==> src/hw/rtl/ritoa_pkg.sv <==
// ----------------------------------------------------------------------------
// ritoa_pkg
// Shared types, constants and the digit-to-character map for the radix
// integer-to-ASCII converter.
// ----------------------------------------------------------------------------
package ritoa_pkg;

	localparam int RADIX_W     = 6;
	localparam int CHAR_W      = 7;
	localparam int STORE_DEPTH = 32;
	localparam int IDX_W       = $clog2(STORE_DEPTH);
	localparam int COUNT_W     = IDX_W + 1;
	localparam int REM_W       = RADIX_W;

	localparam logic [RADIX_W-1:0] RADIX_MIN    = RADIX_W'(2);
	localparam logic [RADIX_W-1:0] RADIX_MAX    = RADIX_W'(36);
	localparam logic [RADIX_W-1:0] RADIX_RESET  = RADIX_W'(10);
	localparam logic [REM_W-1:0]   DECIMAL_BASE = REM_W'(10);
	localparam logic [CHAR_W-1:0]  CHAR_ZERO    = CHAR_W'(8'h30);
	localparam logic [CHAR_W-1:0]  CHAR_A       = CHAR_W'(8'h61);

	typedef struct packed {
		logic start;
		logic bad;
		logic div_en;
		logic rd_en;
		logic out_load;
	} ritoa_cmd_t;

	typedef struct packed {
		logic radix_ok;
		logic bit_last;
		logic conv_done;
		logic k_zero;
		logic out_free;
	} ritoa_sts_t;

	function automatic logic [CHAR_W-1:0] digit_to_char(input logic [REM_W-1:0] d);
		logic [CHAR_W-1:0] c;
		if (d < DECIMAL_BASE) begin
			c = CHAR_ZERO + CHAR_W'(d);
		end else begin
			c = CHAR_A + CHAR_W'(d - DECIMAL_BASE);
		end
		return c;
	endfunction

endpackage

==> src/hw/rtl/ritoa_dp.sv <==
// ----------------------------------------------------------------------------
// ritoa_dp
// Datapath: radix register, bit-serial restoring divider, digit memory,
// registered memory read and output register.
// ----------------------------------------------------------------------------
module ritoa_dp
	import ritoa_pkg::*;
#(
	parameter int VALUE_WIDTH = 32
) (
	input  logic                   clk,
	input  logic                   arst_n,
	input  ritoa_cmd_t             cmd,
	output ritoa_sts_t             sts,
	input  logic                   radix_we,
	input  logic [RADIX_W-1:0]     radix_wdata,
	input  logic [VALUE_WIDTH-1:0] value,
	input  logic                   out_stall,
	output logic                   out_valid,
	output logic [CHAR_W-1:0]      digit_char,
	output logic                   last
);

	localparam int BIT_W = $clog2(VALUE_WIDTH);
	localparam logic [BIT_W-1:0] BIT_LAST = BIT_W'(VALUE_WIDTH - 1);

	logic [RADIX_W-1:0]     radix_q;
	logic [VALUE_WIDTH-1:0] quo_q;
	logic [REM_W-1:0]       rem_q;
	logic [BIT_W-1:0]       bitcnt_q;
	logic [COUNT_W-1:0]     count_q;
	logic [IDX_W-1:0]       k_q;
	logic                   zero_q;
	logic [REM_W-1:0]       mem_q [STORE_DEPTH];
	logic [REM_W-1:0]       rdata_q;
	logic                   out_valid_q;
	logic [CHAR_W-1:0]      char_q;
	logic                   last_q;

	logic [REM_W:0]         rem_sh;
	logic                   ge;
	logic [REM_W-1:0]       rem_nx;
	logic [VALUE_WIDTH-1:0] quo_nx;

	always_comb begin
		rem_sh = {rem_q, quo_q[VALUE_WIDTH-1]};
		ge     = rem_sh >= {1'b0, radix_q};
		rem_nx = ge ? REM_W'(rem_sh - {1'b0, radix_q}) : rem_sh[REM_W-1:0];
		quo_nx = {quo_q[VALUE_WIDTH-2:0], ge};
	end

	assign sts.radix_ok  = (radix_q >= RADIX_MIN) && (radix_q <= RADIX_MAX);
	assign sts.bit_last  = bitcnt_q == BIT_LAST;
	assign sts.conv_done = (quo_nx == '0) || (count_q == COUNT_W'(STORE_DEPTH - 1));
	assign sts.k_zero    = k_q == '0;
	assign sts.out_free  = !out_valid_q || !out_stall;

	always_ff @(posedge clk or negedge arst_n) begin
		if (!arst_n) begin
			radix_q <= RADIX_RESET;
		end else if (radix_we) begin
			radix_q <= radix_wdata;
		end
	end

	always_ff @(posedge clk or negedge arst_n) begin
		if (!arst_n) begin
			quo_q    <= '0;
			rem_q    <= '0;
			bitcnt_q <= '0;
			count_q  <= '0;
			k_q      <= '0;
			zero_q   <= 1'b0;
		end else begin
			if (cmd.start) begin
				quo_q    <= value;
				rem_q    <= '0;
				bitcnt_q <= '0;
				count_q  <= '0;
				zero_q   <= 1'b0;
			end
			if (cmd.bad) begin
				zero_q <= 1'b1;
				k_q    <= '0;
			end
			if (cmd.div_en) begin
				quo_q <= quo_nx;
				if (sts.bit_last) begin
					rem_q    <= '0;
					bitcnt_q <= '0;
					count_q  <= count_q + COUNT_W'(1);
					k_q      <= count_q[IDX_W-1:0];
				end else begin
					rem_q    <= rem_nx;
					bitcnt_q <= bitcnt_q + BIT_W'(1);
				end
			end
			if (cmd.out_load) begin
				k_q <= k_q - IDX_W'(1);
			end
		end
	end

	always_ff @(posedge clk) begin
		if (cmd.div_en && sts.bit_last) begin
			mem_q[count_q[IDX_W-1:0]] <= rem_nx;
		end
	end

	always_ff @(posedge clk) begin
		if (cmd.rd_en) begin
			rdata_q <= mem_q[k_q];
		end
	end

	always_ff @(posedge clk or negedge arst_n) begin
		if (!arst_n) begin
			out_valid_q <= 1'b0;
		end else if (cmd.out_load) begin
			out_valid_q <= 1'b1;
		end else if (!out_stall) begin
			out_valid_q <= 1'b0;
		end
	end

	always_ff @(posedge clk) begin
		if (cmd.out_load) begin
			char_q <= zero_q ? CHAR_ZERO : digit_to_char(rdata_q);
			last_q <= k_q == '0;
		end
	end

	assign out_valid  = out_valid_q;
	assign digit_char = char_q;
	assign last       = last_q;

endmodule

==> src/hw/rtl/ritoa_ctrl.sv <==
// ----------------------------------------------------------------------------
// ritoa_ctrl
// Controller: sequences request intake, digit division, digit readout and
// character emission.
// ----------------------------------------------------------------------------
module ritoa_ctrl
	import ritoa_pkg::*;
(
	input  logic       clk,
	input  logic       arst_n,
	input  logic       in_valid,
	output logic       in_stall,
	input  ritoa_sts_t sts,
	output ritoa_cmd_t cmd
);

	typedef enum logic [3:0] {
		ST_IDLE = 4'b0001,
		ST_DIV  = 4'b0010,
		ST_READ = 4'b0100,
		ST_LOAD = 4'b1000
	} state_t;

	state_t state_q;
	state_t state_nx;

	always_comb begin
		cmd      = '0;
		state_nx = state_q;
		in_stall = 1'b1;
		unique case (state_q)
			ST_IDLE: begin
				in_stall = 1'b0;
				if (in_valid) begin
					cmd.start = sts.radix_ok;
					cmd.bad   = !sts.radix_ok;
					state_nx  = sts.radix_ok ? ST_DIV : ST_LOAD;
				end
			end
			ST_DIV: begin
				cmd.div_en = 1'b1;
				if (sts.bit_last && sts.conv_done) begin
					state_nx = ST_READ;
				end
			end
			ST_READ: begin
				cmd.rd_en = 1'b1;
				state_nx  = ST_LOAD;
			end
			ST_LOAD: begin
				if (sts.out_free) begin
					cmd.out_load = 1'b1;
					state_nx     = sts.k_zero ? ST_IDLE : ST_READ;
				end
			end
			default: begin
				state_nx = ST_IDLE;
			end
		endcase
	end

	always_ff @(posedge clk or negedge arst_n) begin
		if (!arst_n) begin
			state_q <= ST_IDLE;
		end else begin
			state_q <= state_nx;
		end
	end

endmodule

==> src/hw/rtl/radix_integer_to_ascii.sv <==
// ----------------------------------------------------------------------------
// radix_integer_to_ascii
// Converts an unsigned integer to ASCII digits in a configured radix from
// 2 to 36, most significant digit first, one character per result.
//
//   channel   signals                            direction
//   input     in_valid, in_stall, value          request in
//   output    out_valid, out_stall, digit_char,  result out
//             last
//   config    radix_we, radix_wdata              register write
//
// Each digit comes from a bit-serial division over all VALUE_WIDTH bits of the
// quotient, then each character passes a memory read and an output load.
// A radix outside 2 to 36 gives one '0'.
// Reset clears the controller, counters and output valid; radix returns to 10.
// A stalled output holds the controller in its load state with the next digit
// waiting in the read register.
// ----------------------------------------------------------------------------
module radix_integer_to_ascii
	import ritoa_pkg::*;
#(
	parameter int VALUE_WIDTH = 32
) (
	input  logic                   clk,
	input  logic                   arst_n,
	input  logic                   radix_we,
	input  logic [RADIX_W-1:0]     radix_wdata,
	input  logic                   in_valid,
	output logic                   in_stall,
	input  logic [VALUE_WIDTH-1:0] value,
	output logic                   out_valid,
	input  logic                   out_stall,
	output logic [CHAR_W-1:0]      digit_char,
	output logic                   last
);

	ritoa_cmd_t cmd;
	ritoa_sts_t sts;

	ritoa_ctrl u_ctrl (
		.clk      (clk),
		.arst_n   (arst_n),
		.in_valid (in_valid),
		.in_stall (in_stall),
		.sts      (sts),
		.cmd      (cmd)
	);

	ritoa_dp #(
		.VALUE_WIDTH (VALUE_WIDTH)
	) u_dp (
		.clk         (clk),
		.arst_n      (arst_n),
		.cmd         (cmd),
		.sts         (sts),
		.radix_we    (radix_we),
		.radix_wdata (radix_wdata),
		.value       (value),
		.out_stall   (out_stall),
		.out_valid   (out_valid),
		.digit_char  (digit_char),
		.last        (last)
	);

endmodule

==> config.mk <==
export PLATFORM = sky130hd
export DESIGN_NAME = radix_integer_to_ascii
export DESIGN_NICKNAME = d
export VERILOG_FILES = /design/src/hw/rtl/ritoa_pkg.sv /design/src/hw/rtl/ritoa_dp.sv /design/src/hw/rtl/ritoa_ctrl.sv /design/src/hw/rtl/radix_integer_to_ascii.sv
export SDC_FILE = /design/constraint.sdc
export NUM_CORES = 1
export LEC_CHECK = 0
export ABC_AREA = 0
export BUFFER_PORTS_ARGS = -buffer_cell sky130_fd_sc_hd__buf_2
export CAP_MARGIN = 20
export CORE_MARGIN = 2
export CORE_UTILIZATION = 45
export CTS_BUF_LIST = sky130_fd_sc_hd__clkbuf_16
export DETAILED_ROUTE_END_ITERATION = 12
export HOLD_SLACK_MARGIN = 0.08
export SLEW_MARGIN = 15
export SYNTH_ARGS = -nofsm -noshare
export SYNTH_HDL_FRONTEND = slang
export SYNTH_HIERARCHICAL = 1
export SYNTH_SLANG_ARGS = --single-unit
==> constraint.sdc <==
create_clock -name clk -period 8.73 [get_ports clk]
set_clock_uncertainty 0.2 [all_clocks]
set_input_delay 1.746 -clock clk [delete_from_list [all_inputs] [get_ports clk]]
set_output_delay 1.746 -clock clk [all_outputs]
set_load 0.01 [all_outputs]
* Word level (Yosys, flattened, before mapping)
Memory sizes are Yosys's and may differ from the RTL's. A register that Yosys moved wholly into a read port is not among the register bits.
Cells that the tools add are included.
** Cells by class
- $add $sub $neg :: 7
- Order comparisons :: 4
- Equality and inequality tests :: 10
- Mux-type cells :: 36
- Reductions and logical operators :: 13
** Operator list (count)
- $mux 32 :: 2
- $mux 6 :: 7
- $mux 5 :: 7
- $logic_not 32->1 :: 1
- $mux 4 :: 4
- $pmux 4 s4 :: 1
- $mux 1 :: 11
- $add 6x6->7 const A :: 1
- $add 7x7->7 const A :: 1
- $ge 7x6->1 :: 1
- $mux 7 :: 1
- $sub 6x4->7 const B :: 1
- $add 6x1->6 const B :: 1
- $eq 6x5->1 const B :: 1
- $ge 6x2->1 const B :: 1
- $le 6x6->1 const B :: 1
- $lt 6x4->1 const B :: 1
- $sub 6x6->6 :: 1
- $add 5x1->5 const B :: 1
- $eq 5x5->1 const B :: 1
- $logic_not 5->1 :: 1
- $sub 5x1->5 const B :: 1
- $eq 4x1->1 const B :: 1
- $eq 4x2->1 const B :: 1
- 11 further kinds :: 20
** Storage, ports and cells
- Flip-flop bits (word level) :: 74
- RAM bits :: 192
- Input port bits :: 43
- Output and inout port bits :: 10
- Logic and storage cells :: 82
- Memories :: 1
** Memory list
- u_dp.mem_q :: depth 32, width 6, rd ports 1, clocked after memory_dff 1, wr ports 1, RTL line ritoa_dp.sv:34 : logic [REM_W-1:0] mem_q [STORE_DEPTH];

* Depth between registers and ports, before layout
- Depth in word-level cells :: 9
- Gate-level depth with buffers :: 12
- Mapped depth without buffers :: 11

* Cells and area by module
Netlist, hierarchy kept.
** By module, submodules not included
- ritoa_dp :: times used 1, cells each 772, area each 11518.5 um2, seq. area each 7739.9 um2
- ritoa_ctrl :: times used 1, cells each 38, area each 322.8 um2, seq. area each 101.3 um2

* Worst setup path before layout
Ideal clock, no wire load.
- Kind :: input -> register
- Start :: input out_stall
- End :: register u_dp.k_q[2]
- Setup time :: 130 ps
- Arrival :: 3016 ps
- Data required time :: 8400 ps
- Setup slack :: 5384 ps
- Cell stages on the path :: 7
- Path buffers :: 1
- Cell sequence :: nand2_1 inv_1 nor2_1 clkbuf_1 nor2_1 a32oi_1 o21ai_0
** RTL lines
- from (decl) :: RTL line radix_integer_to_ascii.sv:32 : input logic out_stall,
- to (signal assigned) :: RTL line ritoa_dp.sv:92 : k_q <= count_q[IDX_W-1:0];
- to (signal assigned) :: RTL line ritoa_dp.sv:99 : k_q <= k_q - IDX_W'(1);
- to (decl) :: RTL line ritoa_dp.sv:32 : logic [IDX_W-1:0] k_q;

* Final worst setup path
- Start :: register u_ctrl.state_q[0]
- End :: output in_stall
** Between the ends
- Longest elaborated chain between the ends :: 2
** Ends and longest elaborated chain
- from (decl) :: RTL line ritoa_ctrl.sv:24 : state_t state_q;
- from (signal assigned) :: RTL line ritoa_ctrl.sv:66 : state_q <= state_nx;
- $eq 4x1->1 :: RTL line ritoa_ctrl.sv:31 : unique case (state_q)
- $mux 1 :: RTL line ritoa_ctrl.sv:31
- to (decl) :: RTL line radix_integer_to_ascii.sv:29 : output logic in_stall,
Every way passes these cells.

==> results by group <==
Status
  • Status: finished, final reports clean

Synthesis
  • Count leader, synth: edfxtp_1
  • Sequential element share of the synthesized area: 66.2%
  • Mapped Cells: 810
  • Synth Register Bits: 272
  • Post-synth top cells: edfxtp_1, nand2_1, dfrtp_1, o21ai_0, nor2_1
  • Mapped Area: approximately 12,000 um^2
  • Ranking of synthesized cells by area: edfxtp_1, dfrtp_1, mux4_2
  • Ys async rst share: 24.3%
  • Synth Flop Type: edfxtp_1
  • Netlist cell types: 62
  • Syn_nets: 872
  • Yosys top cell area share: between 50% and 60%
  • Post-synth top area cell: edfxtp_1
  • Synth warn: 6
  • Post-Syn Area per Cell: 14.6 um^2
  • Post-synth EDFFs: 206

Min path
  • Worst Hold Class: flop to flop

Clock network
  • Clock slew at reported path FFs: 0.06 ns
  • H-tree Lvls: 1
  • Clk_lat worst skew: 0.55 ns
  • Postcts setup bufs: 0
  • Clk sink count: 272
  • Post-CTS Resized: 0
  • Num CTS Buffers: 29
  • Clock Path Buffers: 3
  • Root buffer cell: clkbuf_16
  • CTS tree: built
  • Hold-fix buffers, CTS: 0

Detailed routing
  • Drt drc: 0
  • Post-route ant nets: 0
  • Via-to-Cell Ratio: 5.64
  • Via count of the routed design: 6,885
  • Mean routed wirelength per cell: 20.5 um
  • Iteration count of the initial detailed-routing pass: 6
  • Iter 0 DRT Violations: 627
  • Routed WL: 25.0 mm

Setup path
  • Worst-path cell chain: inv_2 -> nor4_4 -> inv_1 -> buf_2
  • Worst Path Arrival: 1.80 ns
  • Critical Path Sink Type: primary output
  • Reg2reg setup slack: 5.05 ns
  • Highest-delay cell along the critical path: dfstp_2
  • Critical Path Source Type: flop
  • Max incr delay on CP: 0.62 ns
  • Crit path buf inv count: 3
  • CP Max Fanout: 7
  • Worst EP required: 6.78 ns
  • Cell family with most CP delay: flip-flops
  • CP Class: flop to primary output

Global route
  • Initial antenna violation count: 0
  • Vias in the first global route: about 7.0k
  • Largest net degree at the start of global routing: 75
  • Remaining global-route overflow: 0
  • Total track usage: 18.4%
  • First-pass GRT wire length: 39.7 mm

STA
  • Final hold vios: 0
  • Period utilization: between 40 and 50%
  • Final setup viols: 0
  • Least-Margin Pin Slew: ~1.1 ns
  • Final setup margin: 4.99 ns
  • TNS Setup: 0 ns
  • Tmin final: 3.74 ns
  • Minimum hold slack: 0.284 ns
  • Unrepaired setup endpoints after global routing: false
  • Final Max Slew Viols: 0
  • Fmax: around 270 MHz
  • Slew headroom: about a quarter

Floorplan
  • FP Rows: 59
  • Die height: 166 um
  • Core area: 25,900 um^2
  • Horiz. Die Dim: between 150 and 200 um
  • Initial Util: 45.7%
  • # IOs: 53
  • Die Area: roughly 28,000 um^2

Finish
  • Layout cells sized above 1: 19.0%
  • # diodes: 0
  • Fillers: around 2.2k
  • Final core occ: 51.5%
  • Area Growth Syn to Fin: 12.6%
  • Area occupied by multi-input gates: 3660 um^2
  • Nets: roughly 930
  • Sequential cell area: 7840 um^2

Placed design
  • Final HPWL from detailed placement: 15.8 mm
  • Post-place setup slack: around 4.9 ns
  • GPL Wtd Cong: 0.808
  • Input/output buffers: 52

Power
  • Static Leakage: 4.77 nW
  • P per Cell Area: 220 nW/um^2
  • Worst VDD drop: 0.000144 V
  • Total power draw: between 2 and 3 mW

Job
  • Max Cap Viol: 0
layout by cell type (no fill, tap or decap), types with 3 or more instances in the layout:
master	n
a211oi_1	15
a22o_1	7
nor4b_1	3
nand2b_1	9
mux2_1	3
mux2i_1	43
bufinv_16	4
mux2_2	8
nor2_1	58
nand2_1	73
xnor2_1	7
a21oi_1	21
clkinv_2	7
nor3_1	8
dfstp_2	3
o221ai_1	6
edfxtp_1	206
a22oi_1	3
nand3b_1	3
ha_1	18
buf_2	52
clkinvlp_4	3
dfrtp_1	62
nor4_1	10
mux4_2	36
a2111oi_0	3
a211o_1	3
a21o_1	5
a222oi_1	3
clkinv_1	4
o21ai_0	59
buf_4	11
nand4_1	3
nor3b_1	4
nor2b_1	18
inv_1	25
o22ai_1	4
nand3_1	7
clkbuf_16	29
a31oi_1	3
sequential cells by signal (all words and copies together), names as in the netlist:
signal and flops:
u_ctrl/state_q 4, u_dp/last 1, u_dp/out_valid 1, u_dp/radix_q 6
u_dp/zero_q 1, u_dp/digit_char 7, u_dp/rem_q 6, u_dp/quo_q 32
u_dp/count_q 6, u_dp/bitcnt_q 5, u_dp/rdata_q 6, u_dp/mem_q 192
u_dp/k_q 5
path summary, 6_finish.rpt:
check                           cells after the start               from                 to
worst max-delay path                                4  u_ctrl/state_q[0]           in_stall
worst min register to register                      1   u_dp/bitcnt_q[3]   u_dp/bitcnt_q[3]
min in group asynchronous                           2             arst_n      u_dp/quo_q[2]
worst min-delay path                                1   u_dp/bitcnt_q[3]   u_dp/bitcnt_q[3]
max in group asynchronous                           2             arst_n        u_dp/k_q[0]
worst max register to register                      5  u_ctrl/state_q[3]  u_dp/mem_q[19][4]
metrics by stage:
step / instance area (um^2) / std cells
2_1_floorplan: 11800 / 810
3_3_place_gp: 12300 / 1165
3_5_place_dp: 12400 / 1167
4_1_cts: 13300 / 1221
5_1_grt: 13300 / 1221
6_report: 13300 / 1221
logic make-up (layout without fill, tap and decap cells):
family	after synthesis	in the layout	share of synthesized area, %
fa+ha+maj	19	19	2.07
flops	272	272	66.2
mux	90	90	11.5
compound gates	149	149	8.06
simple gates	208	208	8.54
xor+xnor	8	8	0.592
buf+inv	64	140	2.99
report_power, final:
group,total [mW],switching [mW],internal [mW]
combinational,0.194,0.105,0.0896
sequential,1.52,0.0514,1.47
clock,1.21,0.493,0.721
total,2.93,0.649,2.28
worst reg2reg max path: stages (launching register included):
cell	delay [ns]
dfrtp_1	0.52
nor4b_4	0.30
buf_4	0.53
and2_0	0.63
nand2_1	0.49
nor2_1	0.64
routing by layer:
metal / track usage, % / up-vias / part of all wire [%] / wire length (um)
met5: 0 / - / 0 / 0
met4: 4.84 / 0 / 2.4 / 595
met1: 26.0 / 3443 / 44 / 11100
met2: 30.1 / 208 / 48 / 12000
met3: 2.69 / 36 / 5.4 / 1350
li1: - / 3198 / - / -
cell type report:
| type | count | area share, % |
|---|---|---|
| Timing Repair Buffer | 65 | 2.89 |
| Tap cell | 335 | 3.14 |
| Sequential cell | 272 | 58.8 |
| Multi-Input combinational cell | 474 | 27.5 |
| Clock buffer | 29 | 5.44 |
| Inverter | 21 | 0.591 |
| Clock inverter | 25 | 1.68 |
Power figures use the tool's default switching activity.
